$ cat config.mk
export PLATFORM = sky130hd
export DESIGN_NAME = esc_telemetry_frame_monitor_unit
export DESIGN_NICKNAME = d
export VERILOG_FILES = /design/src/hw/rtl/etfm_pkg.sv /design/src/hw/rtl/esc_telemetry_frame_monitor_unit.sv
export SDC_FILE = /design/constraint.sdc
export NUM_CORES = 1
export LEC_CHECK = 0
export BUFFER_PORTS_ARGS = -buffer_cell sky130_fd_sc_hd__clkbuf_2
export CORE_MARGIN = 4
export CORE_UTILIZATION = 55
export DETAILED_ROUTE_END_ITERATION = 8
export PLACE_DENSITY = 0.73
export SLEW_MARGIN = 20
export SYNTH_ARGS = -nofsm -noshare
export SYNTH_HDL_FRONTEND = slang
export SYNTH_SLANG_ARGS = --single-unit
$ cat constraint.sdc
create_clock -name clk -period 7.8 [get_ports clk]
set_input_delay 1.95 -clock clk [delete_from_list [all_inputs] [get_ports clk]]
set_output_delay 1.95 -clock clk [all_outputs]
set_load 0.02 [all_outputs]
$ cat src/hw/rtl/etfm_pkg.sv
// Shared types, constants and the CRC-8 function of the ESC telemetry frame monitor.
`timescale 1ns / 1ps
`default_nettype none
package etfm_pkg;

	localparam int unsigned WIN_LEN      = 10;
	localparam int unsigned BYTE_W       = 8;
	localparam int unsigned CUTOFF_W     = 11;
	localparam int unsigned TEMP_W       = 7;
	localparam int unsigned ERPM_W       = 16;
	localparam int unsigned FAULT_W      = 2;
	localparam int unsigned COUNT_W      = 16;
	localparam int unsigned CFG_IDX_W    = 2;
	localparam int unsigned CFG_DATA_W   = 16;
	localparam int unsigned OUT_DATA_W   = 56;

	localparam logic [BYTE_W-1:0]   CRC_POLY      = 8'h07;
	localparam logic [BYTE_W-1:0]   TEMP_MIN      = 8'd2;
	localparam logic [BYTE_W-1:0]   TEMP_MAX      = 8'd99;
	localparam logic [BYTE_W-1:0]   VOLT_HI_LIMIT = 8'd8;
	localparam logic [BYTE_W-1:0]   FILL_BYTE     = 8'h01;
	localparam logic [CUTOFF_W-1:0] CUTOFF_RESET  = 11'd0;
	localparam logic [TEMP_W-1:0]   TEMP_RESET    = 7'd80;
	localparam logic [ERPM_W-1:0]   ERPM_RESET    = 16'd8000;
	localparam logic [COUNT_W-1:0]  COUNT_MAX     = 16'hFFFF;

	typedef enum logic [CFG_IDX_W-1:0] {
		CFG_CUTOFF_VOLTAGE = 2'd0,
		CFG_TEMP_LIMIT     = 2'd1,
		CFG_ERPM_LIMIT     = 2'd2
	} cfg_index_t;

	typedef enum logic [FAULT_W-1:0] {
		FAULT_NONE      = 2'd0,
		FAULT_OVERTEMP  = 2'd1,
		FAULT_UNDERVOLT = 2'd2,
		FAULT_OVERSPEED = 2'd3
	} fault_t;

	typedef logic [BYTE_W-1:0] byte_t;

	// One byte step of the MSB-first CRC-8, no reflection, no final xor.
	function automatic byte_t crc8_step(input byte_t crc_in, input byte_t data);
		byte_t c;
		c = crc_in ^ data;
		for (int b = 0; b < 8; b++) begin
			if (c[7]) begin
				c = {c[6:0], 1'b0} ^ CRC_POLY;
			end else begin
				c = {c[6:0], 1'b0};
			end
		end
		return c;
	endfunction

endpackage
`default_nettype wire

$ cat src/hw/rtl/esc_telemetry_frame_monitor_unit.sv
// Top level of the ESC telemetry frame monitor: byte window, frame check and result register.
`timescale 1ns / 1ps
`default_nettype none
// A result appears on the master side in the cycle after the byte that completes a frame.
// One byte transaction per cycle unless a held result stalls it. The window, the parallel CRC-8
// over nine bytes and the limit compares all settle between the window and result registers.
// Reset (arst_n, asynchronous, active low) clears the window to zero, sets the first-frame
// flag, clears the overspeed counter, loads the register defaults and empties the output.
module esc_telemetry_frame_monitor_unit (
	input  wire logic                             clk,
	input  wire logic                             arst_n,
	// Configuration write port.
	input  wire logic                             cfg_we,
	input  wire logic [etfm_pkg::CFG_IDX_W-1:0]   cfg_index,
	input  wire logic [etfm_pkg::CFG_DATA_W-1:0]  cfg_wdata,
	// Slave side: one received byte per transaction.
	input  wire logic                             s_axis_tvalid,
	output logic                                  s_axis_tready,
	input  wire logic [7:0]                       s_axis_tdata,  // [7:0] rx_byte
	input  wire logic                             s_axis_tuser,  // [0] armed_now
	// Master side: one result per valid frame.
	output logic                                  m_axis_tvalid,
	input  wire logic                             m_axis_tready,
	// [6:0] temperature, [17:7] voltage, [33:18] erpm, [35:34] fault_code,
	// [36] disarm_request, [37] first_frame, [53:38] overspeed_total, [55:54] zero
	output logic [etfm_pkg::OUT_DATA_W-1:0]       m_axis_tdata
);
	import etfm_pkg::*;

	// Configuration registers.
	logic [CUTOFF_W-1:0] cutoff_voltage_q;
	logic [TEMP_W-1:0]   temp_limit_q;
	logic [ERPM_W-1:0]   erpm_limit_q;

	// Block state.
	byte_t               window_q [WIN_LEN];
	logic                awaiting_first_q;
	logic [COUNT_W-1:0]  overspeed_count_q;

	// Output register.
	logic                out_valid_q;
	logic [OUT_DATA_W-1:0] out_data_q;

	// Combinational frame evaluation.
	byte_t               win_shift [WIN_LEN];
	byte_t               crc_calc;
	logic                frame_ok;
	logic                in_fire;
	logic [TEMP_W-1:0]   temp_val;
	logic [CUTOFF_W-1:0] volt_val;
	logic [ERPM_W-1:0]   erpm_val;
	fault_t              fault_val;
	logic                disarm_val;
	logic [COUNT_W-1:0]  count_next;

	// The output register frees up in the same cycle that its transaction completes,
	// so a new byte is taken whenever the result, if any, can move on.
	assign s_axis_tready = !out_valid_q || m_axis_tready;
	assign in_fire       = s_axis_tvalid && s_axis_tready;
	assign m_axis_tvalid = out_valid_q;
	assign m_axis_tdata  = out_data_q;

	// The window as it stands once the incoming byte has been shifted in at the top.
	always_comb begin
		for (int i = 0; i < WIN_LEN - 1; i++) begin
			win_shift[i] = window_q[i+1];
		end
		win_shift[WIN_LEN-1] = s_axis_tdata;
	end

	// CRC-8 over the nine payload bytes; this collapses into one XOR network per bit.
	always_comb begin
		crc_calc = '0;
		for (int i = 0; i < WIN_LEN - 1; i++) begin
			crc_calc = crc8_step(crc_calc, win_shift[i]);
		end
	end

	always_comb begin
		frame_ok = (win_shift[0] >= TEMP_MIN) && (win_shift[0] <= TEMP_MAX)
			&& (win_shift[1] < VOLT_HI_LIMIT)
			&& (win_shift[3] == '0) && (win_shift[4] == '0)
			&& (win_shift[5] == '0) && (win_shift[6] == '0)
			&& (crc_calc == win_shift[WIN_LEN-1]);

		// Byte 0 is below 100 and byte 1 below 8 on a valid frame, so the
		// narrow fields lose nothing.
		temp_val = win_shift[0][TEMP_W-1:0];
		volt_val = {win_shift[1][CUTOFF_W-BYTE_W-1:0], win_shift[2]};
		erpm_val = {win_shift[7], win_shift[8]};

		// Faults are prioritised: temperature first, then voltage, then speed.
		if (temp_val > temp_limit_q) begin
			fault_val = FAULT_OVERTEMP;
		end else if (volt_val < cutoff_voltage_q) begin
			fault_val = FAULT_UNDERVOLT;
		end else if (erpm_val > erpm_limit_q) begin
			fault_val = FAULT_OVERSPEED;
		end else begin
			fault_val = FAULT_NONE;
		end

		disarm_val = (fault_val != FAULT_NONE) && s_axis_tuser;

		// The counter only counts when overspeed is the reported fault, and saturates.
		if (fault_val == FAULT_OVERSPEED && overspeed_count_q != COUNT_MAX) begin
			count_next = overspeed_count_q + COUNT_W'(1);
		end else begin
			count_next = overspeed_count_q;
		end
	end

	// Configuration writes; an index beyond the list is ignored.
	always_ff @(posedge clk or negedge arst_n) begin
		if (!arst_n) begin
			cutoff_voltage_q <= CUTOFF_RESET;
			temp_limit_q     <= TEMP_RESET;
			erpm_limit_q     <= ERPM_RESET;
		end else if (cfg_we) begin
			unique case (cfg_index)
				CFG_CUTOFF_VOLTAGE: cutoff_voltage_q <= cfg_wdata[CUTOFF_W-1:0];
				CFG_TEMP_LIMIT:     temp_limit_q     <= cfg_wdata[TEMP_W-1:0];
				CFG_ERPM_LIMIT:     erpm_limit_q     <= cfg_wdata[ERPM_W-1:0];
				default: ;
			endcase
		end
	end

	// Window and frame state. After a valid frame the whole window is refilled with ones.
	always_ff @(posedge clk or negedge arst_n) begin
		if (!arst_n) begin
			for (int i = 0; i < WIN_LEN; i++) begin
				window_q[i] <= '0;
			end
			awaiting_first_q  <= 1'b1;
			overspeed_count_q <= '0;
		end else if (in_fire) begin
			for (int i = 0; i < WIN_LEN; i++) begin
				window_q[i] <= frame_ok ? FILL_BYTE : win_shift[i];
			end
			if (frame_ok) begin
				awaiting_first_q  <= 1'b0;
				overspeed_count_q <= count_next;
			end
		end
	end

	// Output valid flag.
	always_ff @(posedge clk or negedge arst_n) begin
		if (!arst_n) begin
			out_valid_q <= 1'b0;
		end else if (s_axis_tready) begin
			out_valid_q <= in_fire && frame_ok;
		end
	end

	// Output payload, loaded only when a frame result is captured.
	always_ff @(posedge clk) begin
		if (in_fire && frame_ok) begin
			out_data_q <= {2'b00, count_next, awaiting_first_q, disarm_val,
				fault_val, erpm_val, volt_val, temp_val};
		end
	end

	// A reported first frame means the flag has been cleared behind it.
	a_first_clears : assert property (@(posedge clk) disable iff (!arst_n)
		(m_axis_tvalid && m_axis_tdata[37]) |-> !awaiting_first_q)
		else $error("first_frame reported while the first-frame flag is still set");

	// A disarm request is only ever raised together with a fault.
	a_disarm_fault : assert property (@(posedge clk) disable iff (!arst_n)
		(m_axis_tvalid && m_axis_tdata[36]) |-> (m_axis_tdata[35:34] != FAULT_NONE))
		else $error("disarm_request without a fault");

	// An overspeed result always carries a nonzero running total.
	a_overspeed_total : assert property (@(posedge clk) disable iff (!arst_n)
		(m_axis_tvalid && m_axis_tdata[35:34] == FAULT_OVERSPEED)
		|-> (m_axis_tdata[53:38] != '0))
		else $error("overspeed fault reported with a zero total");

	// The saturating counter never moves backwards.
	a_count_monotonic : assert property (@(posedge clk) disable iff (!arst_n)
		1'b1 |=> (overspeed_count_q >= $past(overspeed_count_q)))
		else $error("overspeed counter decreased");

	// A completed frame leaves the window refilled with ones.
	a_refill : assert property (@(posedge clk) disable iff (!arst_n)
		(in_fire && frame_ok) |=> (window_q[0] == FILL_BYTE && window_q[WIN_LEN-1] == FILL_BYTE))
		else $error("window not refilled after a valid frame");

endmodule
`default_nettype wire

# Yosys cells after proc, flatten, opt, wreduce, memory -nomap -nowiden
# Index checks and enable logic that the tools add are counted.
# word_totals
regBits,178
inputBits,32
out_inout_bits,58
wordCells,216
# classes
n_addsub,1
order_cmp,6
n_eq_ne,5
muxes,85
bitwise_logic,80
reduce_logical,23
# ops
operator,count
$mux 3,72
$not 3->3,72
$mux 8,9
$xor 8x8->8,8
$logic_not 8->1,4
$add 16x1->16 const B,1
$gt 16x16->1,1
$mux 16,1
$ne 16x16->1 const B,1
$logic_and 1x1->1,11
$lt 11x11->1,1
$eq 8x8->1,1
$ge 8x2->1 const B,1
$le 8x7->1 const B,1
$lt 8x4->1 const B,1
$reduce_and 2->1,4
$gt 7x7->1,1
$mux 2,3
$eq 2x2->1 const B,2
$eq 2x1->1 const B,1
$logic_not 2->1,1
$reduce_bool 2->1,1
$logic_not 1->1,1
$logic_or 1x1->1,1

# Longest topological paths before layout
# Gate-level depths: netlist (run 1).
# depth
word_depth,155
ltp_mapped,19
mapped_depth_nobuf,17

# Worst setup path after synthesis (run 1)
# Ideal clock, no wire load.
# synth_timing
path_kind,reg-to-reg
start,register window_q (netlist bit temp_val[4])
end,register out_data_q[0] (netlist: m_axis_tdata[0]) (enable)
setup_time_ps,408
arrival_ps,6141
required_time_ps,7392
setup_slack_ps,1251
path_stages_with_launch,17
path_cell_list,dfrtp_1 > inv_1 > ha_1 > xnor3_1 > xor2_2 > xnor3_1 > xor2_2 > xnor2_1 > xnor3_1 > xnor3_1 > xor2_1 > xor3_1 > or3_4 > a2111oi_4 > nand3b_4 > buf_6 > inv_1
# synth_between
elab_chain_cells,56
# synth_lines
element,line_no,text
from (decl),esc_telemetry_frame_monitor_unit.sv:36,byte_t window_q [WIN_LEN];
"from (signal, indexed assignment)",esc_telemetry_frame_monitor_unit.sv:139,window_q[i] <= frame_ok ? FILL_BYTE : win_shift[i];
$mux 3,etfm_pkg.sv:47,if (c[7]) begin
$not 3->3 (no line),-,
$mux 3,etfm_pkg.sv:47,
$not 3->3 (no line),-,
$mux 3,etfm_pkg.sv:47,
$xor 8x8->8,etfm_pkg.sv:45,c = crc_in ^ data;
$mux 3,etfm_pkg.sv:47,
$not 3->3 (no line),-,
[40 not listed],-,
$mux 3,etfm_pkg.sv:47,
$not 3->3 (no line),-,
$mux 3,etfm_pkg.sv:47,
$not 3->3 (no line),-,
$mux 3,etfm_pkg.sv:47,
$eq 8x8->1,esc_telemetry_frame_monitor_unit.sv:84,&& (crc_calc == win_shift[WIN_LEN-1]);
$logic_and 1x1->1 (*),esc_telemetry_frame_monitor_unit.sv:84,
$logic_and 1x1->1 (*),esc_telemetry_frame_monitor_unit.sv:159,if (in_fire && frame_ok) begin
to (signal assigned),esc_telemetry_frame_monitor_unit.sv:160,"out_data_q <= {2'b00, count_next, awaiting_first_q, disarm_val,"
to (decl),esc_telemetry_frame_monitor_unit.sv:42,logic [OUT_DATA_W-1:0] out_data_q;
# Mark *: on every way between the ends. The rest lies on a longest branch, timed or not.
# A chain may end at the register's enable or synchronous reset.

# Final worst setup path (run 1)
# layout_timing
start,register window_q (netlist bit temp_val[4])
end,register out_data_q[20] (netlist: m_axis_tdata[20]) (enable)
# The elaborated chain is that of the path after synthesis.

==> results.tsv, run 1 <==
metric	value	unit
cts_hold_buf	0	
gp_congestion	0.928	
status	finished clean	
ant_nets	0	
routed_wl	23.3	mm
rr_startpoint	temp_val[4]$_DFFE_PN0P_	
post-route-util	0.625	
cp_max_fo	52	
postPlaceCellArea	0.0111	mm2
finalSetupViolations	0	
cp-startpoint	temp_val[4]$_DFFE_PN0P_	
yosysTopAreaCell	dfrtp_1	
cts_buffer_depth	2	
synthArstFlopShare	0.697	
grt_usage	0.223	
dieArea	0.0213	mm2
die_h	146	um
fin_crit	6.69	ns
endpoint_kind	register	
htreeDepth	4	
wl_per_cell	19.4	um
crit_slowest_cell	buf_4	
crit_top_cell	xnor3_1	
coreArea	0.0187	mm2
clk_pin_slew_worst_paths	0.07	ns
via_per_inst	5.49	
clock.fmax	0.149	GHz
cts-root-buf	clkbuf_16	
dp.final_hpwl	16.9	mm
io_buffers	87	
min_from	awaiting_first_q$_DFFE_PN1P_	
cts_resized	0	
nets	1025	
grt_max_degree	77	
floorplan.rows	50	
synth.ff_latch_count	178	
r2r-end	m_axis_tdata[20]$_DFFE_PP_	
drive_gt1_frac	0.193	
finalInstanceArea	0.0117	mm2
ys_types	53	
maxCapViolations	0	
rsz0062_at_grt	false	
maxSlewViolCount	0	
synth_area	0.0105	mm2
clock_sinks	178	
post_cts_buffers	0	
netlist.area_leader.share	0.275	
numCtsBuffers	17	
worstPathCellList	inv_1 > ha_1 > xnor3_1 > xor2_2 > xnor3_1 > xor2_2 > xnor2_1 > xnor3_1 > xnor3_1 > xor2_1 > xor3_1 > or3_4 > a2111oi_4 > nand3b_4 > inv_2 > buf_4	
clock_skew	0.0134	ns
area_growth	11.7	%
period_share	0.858	
min_to	awaiting_first_q$_DFFE_PN1P_	
synth_top_flop_cell	dfrtp_1	
min_path_type	reg2reg	
cp.required	7.86	ns
crit_arrival	6.75	ns
start_kind	register	
initial_core_util	0.560	
grt_pass1_vias	6635	
antenna_cells	0	
cts_tree	built	
hold_depth	1	
num_vias	6577	
syn_inst	865	
synth_edf_count	54	
drc	0	
grt_antenna_before_repair	0	
synth_area_leaders	dfrtp_1, edfxtp_1, xnor3_1	
drt-pass1-iter-count	6	
die_w	146	um
slew_headroom	0.348	
ys.warnings.count	0	
syn_area_per_cell	12.1	um2
grt_pass1_wl	37.2	mm
clk_latency	0.43	ns
path_class	reg2reg	
cp_slowest_stage_delay	0.60	ns
num_io_pins	90	
hold_violations	0	
worst_slew_pin_slew	0.977	ns
overflow	0	
drt_iter0_drc	381	
worstRegToRegCells	16	
r2r_setup_slack	1.11	ns
synth.yosys.seq_area_share	0.452	
tns	0	ns
worst max-delay path by stage:
| stage | cells after the start | endpoint |
|---|---|---|
| 4_1_cts | 16 | m_axis_tdata[20]$_DFFE_PP_ |
| 2_1_floorplan | 16 | m_axis_tdata[0]$_DFFE_PP_ |
| 3_5_place_dp | 16 | m_axis_tdata[14]$_DFFE_PP_ |
| 6_report | 16 | m_axis_tdata[20]$_DFFE_PP_ |
| 3_3_place_gp | 16 | m_axis_tdata[27]$_DFFE_PP_ |
| 5_1_grt | 17 | m_axis_tdata[20]$_DFFE_PP_ |
registers in the layout, summed over array words and instances (netlist names):
name and cells:
temp_val 7, volt_val 11, awaiting_first_q 1, win_shift 38, temp_limit_q 7, m_axis_tvalid 1, erpm_limit_q 16, erpm_val 16
cutoff_voltage_q 11, m_axis_tdata 54, overspeed_count_q 16
cell usage in the layout (no fill, tap or decap), types with 4 or more instances in the layout:
cell type  Yosys  final
nor2b_1        7      7
nand2_1      115    114
inv_6          0      4
nor3_1        17     17
dfstp_2        9      9
inv_8          0      5
clkbuf_2       0     86
xnor3_2        4      4
nand2b_1       4      4
buf_4          2      7
nor2_1        23     22
clkbuf_16      0     17
xor2_2         4      4
xnor2_1       95     95
nand3_1       11     11
inv_1         52     51
o21ai_0       25     25
xnor3_1       47     47
nand4_1        7      7
a22oi_1        9      9
a21oi_1        5      5
nor3_2         6      6
nor4_1         9      9
a22o_1        30     30
a21o_1        10     10
o21a_1         8      8
xor2_1        64     64
ha_1          43     43
dfrtp_1      115    115
mux2_2        24     24
and3_1         7      7
edfxtp_1      54     54
xor3_1         4      4
xnor2_2        4      4
cell families (layout without fill, tap and decap cells):
group / after synthesis / after routing / synth area share
multiplexers: 28 / 28 / 0.0310
AO/OA/AOI/OAI: 94 / 94 / 0.0658
AND/OR/NAND/NOR: 217 / 217 / 0.0979
flip-flops: 178 / 178 / 0.452
XOR/XNOR: 224 / 224 / 0.270
buffers and inverters: 80 / 177 / 0.0315
adder cells (fa/ha/maj): 43 / 43 / 0.0514
other: 1 / 2 / 0.000358
cells in the mapped netlist, types with 3 or more instances:
cell        n
a21o_1     10
a21oi_1     5
a22o_1     30
a22oi_1     9
and3_1      7
buf_6       3
clkbuf_1   22
dfrtp_1   115
dfstp_2     9
edfxtp_1   54
ha_1       43
inv_1      52
mux2_2     24
nand2_1   115
nand2b_1    4
nand3_1    11
nand4_1     7
nor2_1     23
nor2b_1     7
nor3_1     17
nor3_2      6
nor4_1      9
o21a_1      8
o21ai_0    25
xnor2_1    95
xnor2_2     4
xnor3_1    47
xnor3_2     4
xor2_1     64
xor2_2      4
xor3_1      4
metal layers:
layer | GRT usage | vias to the layer above | routed length, um
met5 | 0 | - | 0
met4 | 0.0569 | 0 | 416
met3 | 0.0399 | 31 | 1040
met2 | 0.365 | 178 | 11200
met1 | 0.314 | 3246 | 10600
li1 | - | 3122 | -
worst max-delay path, delay by kind of cell, from the launching register on:
family	cells	cell delay, ns
compound gates	1	0.38
xor+xnor	9	3.43
fa+ha+maj	1	0.34
buf+inv	3	0.92
flops	1	0.53
simple gates	2	0.69
final cells by class:
cell class                 instances  area, um2
clock buffer                      18        429
clock inverter                    14        138
fill                            1465       7010
inverter                          52        195
multi-input combinational        608       5420
sequential                       178       4740
tap                              234        293
timing repair buffer              93        483
stage by stage:
stage | cells | setup slack (ns) | hold slack [ns]
6_report | 1197 | 1.11 | 0.492
3_3_place_gp | 1165 | 1.39 | 0.481
3_5_place_dp | 1165 | 1.13 | 0.482
2_1_floorplan | 866 | 1.25 | 0.449
5_1_grt | 1197 | 0.733 | 0.500
4_1_cts | 1197 | 1.10 | 0.495
Power of run 1 is not shown: default switching activity piles up to over one toggle a cycle in this logic, so the estimate is an artifact.
==> run 2: changes to the inputs <==
--- a/config.mk
+++ b/config.mk
@@ -9,8 +9,10 @@
 export CORE_MARGIN = 4
 export CORE_UTILIZATION = 55
 export DETAILED_ROUTE_END_ITERATION = 8
+export MAX_ROUTING_LAYER = met4
 export PLACE_DENSITY = 0.73
 export SLEW_MARGIN = 20
 export SYNTH_ARGS = -nofsm -noshare
 export SYNTH_HDL_FRONTEND = slang
 export SYNTH_SLANG_ARGS = --single-unit
+export TNS_END_PERCENT = 20
==> run 2 against run 1 <==
Register-to-register slack lost 0.07 ns. Cell count is the same. Core utilization grew 0.080 points. Maximum frequency shrank 1.0%. Sequential share of layout area shrank 0.052 points. Flip-flop and latch count is the same. First-iteration DRC count shrank 9.2%. Via count shrank 0.67%. Highest routed layer unchanged.
==> results.tsv, run 2 (synthesis results as in run 1) <==
metric	value	unit	change
cts_buffer_depth	2		unchanged
dp.final_hpwl	16.7	mm	was 16.9 mm
cp_max_fo	30		was 52
grtUsageMet1	0.313		was 0.314
drive_gt1_frac	0.194		was 0.193
largest_register_ffs	54		unchanged
slew_headroom	0.386		was 0.348
cp_slowest_stage_delay	0.59	ns	was 0.60 ns
path_class	reg2reg		unchanged
endpoint_kind	register		unchanged
clock_skew	0.00995	ns	was 0.0134 ns
grt_pass1_vias	6677		was 6,635
clock_sinks	178		unchanged
final_common_cell	dfrtp_1		unchanged
grt_usage	0.232		was 0.223
worstPathCellList	inv_1 > ha_1 > xnor3_1 > xor2_2 > xnor3_1 > xor2_2 > xnor2_1 > xnor3_1 > xnor3_1 > xor2_1 > xor3_1 > or3_4 > a2111oi_4 > nand3b_4 > inv_2 > buf_4		unchanged
maxSlewViolCount	0		unchanged
gp_congestion	0.935		was 0.928
tns	0	ns	unchanged
die_h	146	um	unchanged
cts_tree	built		unchanged
nets	1025		unchanged
min_from	awaiting_first_q$_DFFE_PN1P_		unchanged
cts_resized	0		unchanged
dieArea	0.0213	mm2	unchanged
overflow	0		unchanged
wl_per_cell	19.2	um	was 19.4 um
grt_antenna_before_repair	0		unchanged
worst_slew_pin_slew	0.919	ns	was 0.977 ns
grt_max_degree	68		was 77
gr-usage-met2	0.371		was 0.365
period_share	0.867		was 0.858
min_path_type	reg2reg		unchanged
maxCapViolations	0		unchanged
met3_usage	0.0346		was 0.0399
coreArea	0.0187	mm2	unchanged
drt-pass1-iter-count	4		was 6
cts-root-buf	clkbuf_16		unchanged
floorplan.rows	50		unchanged
crit_top_cell	xnor3_1		unchanged
crit_slowest_cell	inv_2		was buf_4
clk_latency	0.44	ns	was 0.43 ns
io_buffers	87		unchanged
initial_core_util	0.560		unchanged
fillers	1464		was 1,465
cts_hold_buf	0		unchanged
htreeDepth	4		unchanged
numCtsBuffers	17		unchanged
final_cell_mix	dfrtp_1, nand2_1, xnor2_1		unchanged
routed_wl	23.0	mm	was 23.3 mm
cp-startpoint	temp_val[4]$_DFFE_PN0P_		unchanged
area_growth	11.8	%	was 11.7%
die_w	146	um	unchanged
antenna_cells	0		unchanged
clock.fmax	0.148	GHz	was 0.149 GHz
rsz0062_at_grt	false		unchanged
fin_crit	6.76	ns	was 6.69 ns
drt_iter0_drc	346		was 381
drc	0		unchanged
clk_pin_slew_worst_paths	0.07	ns	about the same
num_vias	6533		was 6,577
grt-busiest-layer	met2		unchanged
grt_pass1_wl	37.4	mm	was 37.2 mm
via_per_inst	5.46		was 5.49
rr_startpoint	temp_val[4]$_DFFE_PN0P_		unchanged
hold_violations	0		unchanged
status	finished clean		unchanged
post_cts_buffers	0		unchanged
crit_arrival	6.88	ns	was 6.75 ns
num_io_pins	90		unchanged
finalSetupViolations	0		unchanged
start_kind	register		unchanged
ant_nets	0		unchanged
cp.required	7.92	ns	was 7.86 ns
-- run 2: worst max-delay path, delay by kind of cell, from the launching register on --
kind / cells / cell delay [ns]
AOI/OAI and AO/OA: 1 / 0.39
xor gates and xnor gates: 9 / 3.41
adders and majority gates: 1 / 0.34
buffers and inverters: 3 / 1.12
DFF: 1 / 0.51
and+or+nand+nor: 2 / 0.67
-- run 2: per-layer routing --
layer | vias to the layer above | share of wire
li1 | 3122 | -
met1 | 3245 | 0.46
met2 | 137 | 0.49
met3 | 29 | 0.035
met4 | 0 | 0.015
met5 | - | 0
-- run 2: per-stage QoR --
stage	hold WS, ns	setup WS [ns]	cells	cell area, um2	utilization
floorplan	0.449	1.25	866	10500	-
global placement	0.482	1.21	1165	11100	0.595
detailed placement	0.482	1.00	1165	11100	0.595
CTS	0.495	0.975	1197	11700	0.625
global route	0.511	0.584	1197	11700	0.626
finish	0.494	1.04	1197	11700	0.626
-- run 2: cell type report --
class,count,area [um2],share of cell area
inverters,52,195,0.0167
well taps,234,293,0.0250
clock buffers,18,439,0.0375
multi-input cells,608,5420,0.463
clock inverters,14,136,0.0117
flip-flops and latches,178,4740,0.405
repair buffers,93,483,0.0413
-- run 2: path summary, 6_finish.rpt --
path	endpoint	slack, ns	cells after the start
max in group asynchronous	win_shift[26]$_DFFE_PN0P_	4.85	2
worst min register to register	awaiting_first_q$_DFFE_PN1P_	0.49	1
worst max-delay path	m_axis_tdata[13]$_DFFE_PP_	1.04	16
worst min-delay path	awaiting_first_q$_DFFE_PN1P_	0.49	1
min in group asynchronous	volt_val[3]$_DFFE_PN0P_	1.64	1
worst max register to register	m_axis_tdata[13]$_DFFE_PP_	1.04	16
Power of run 2 is left out for the same reason.
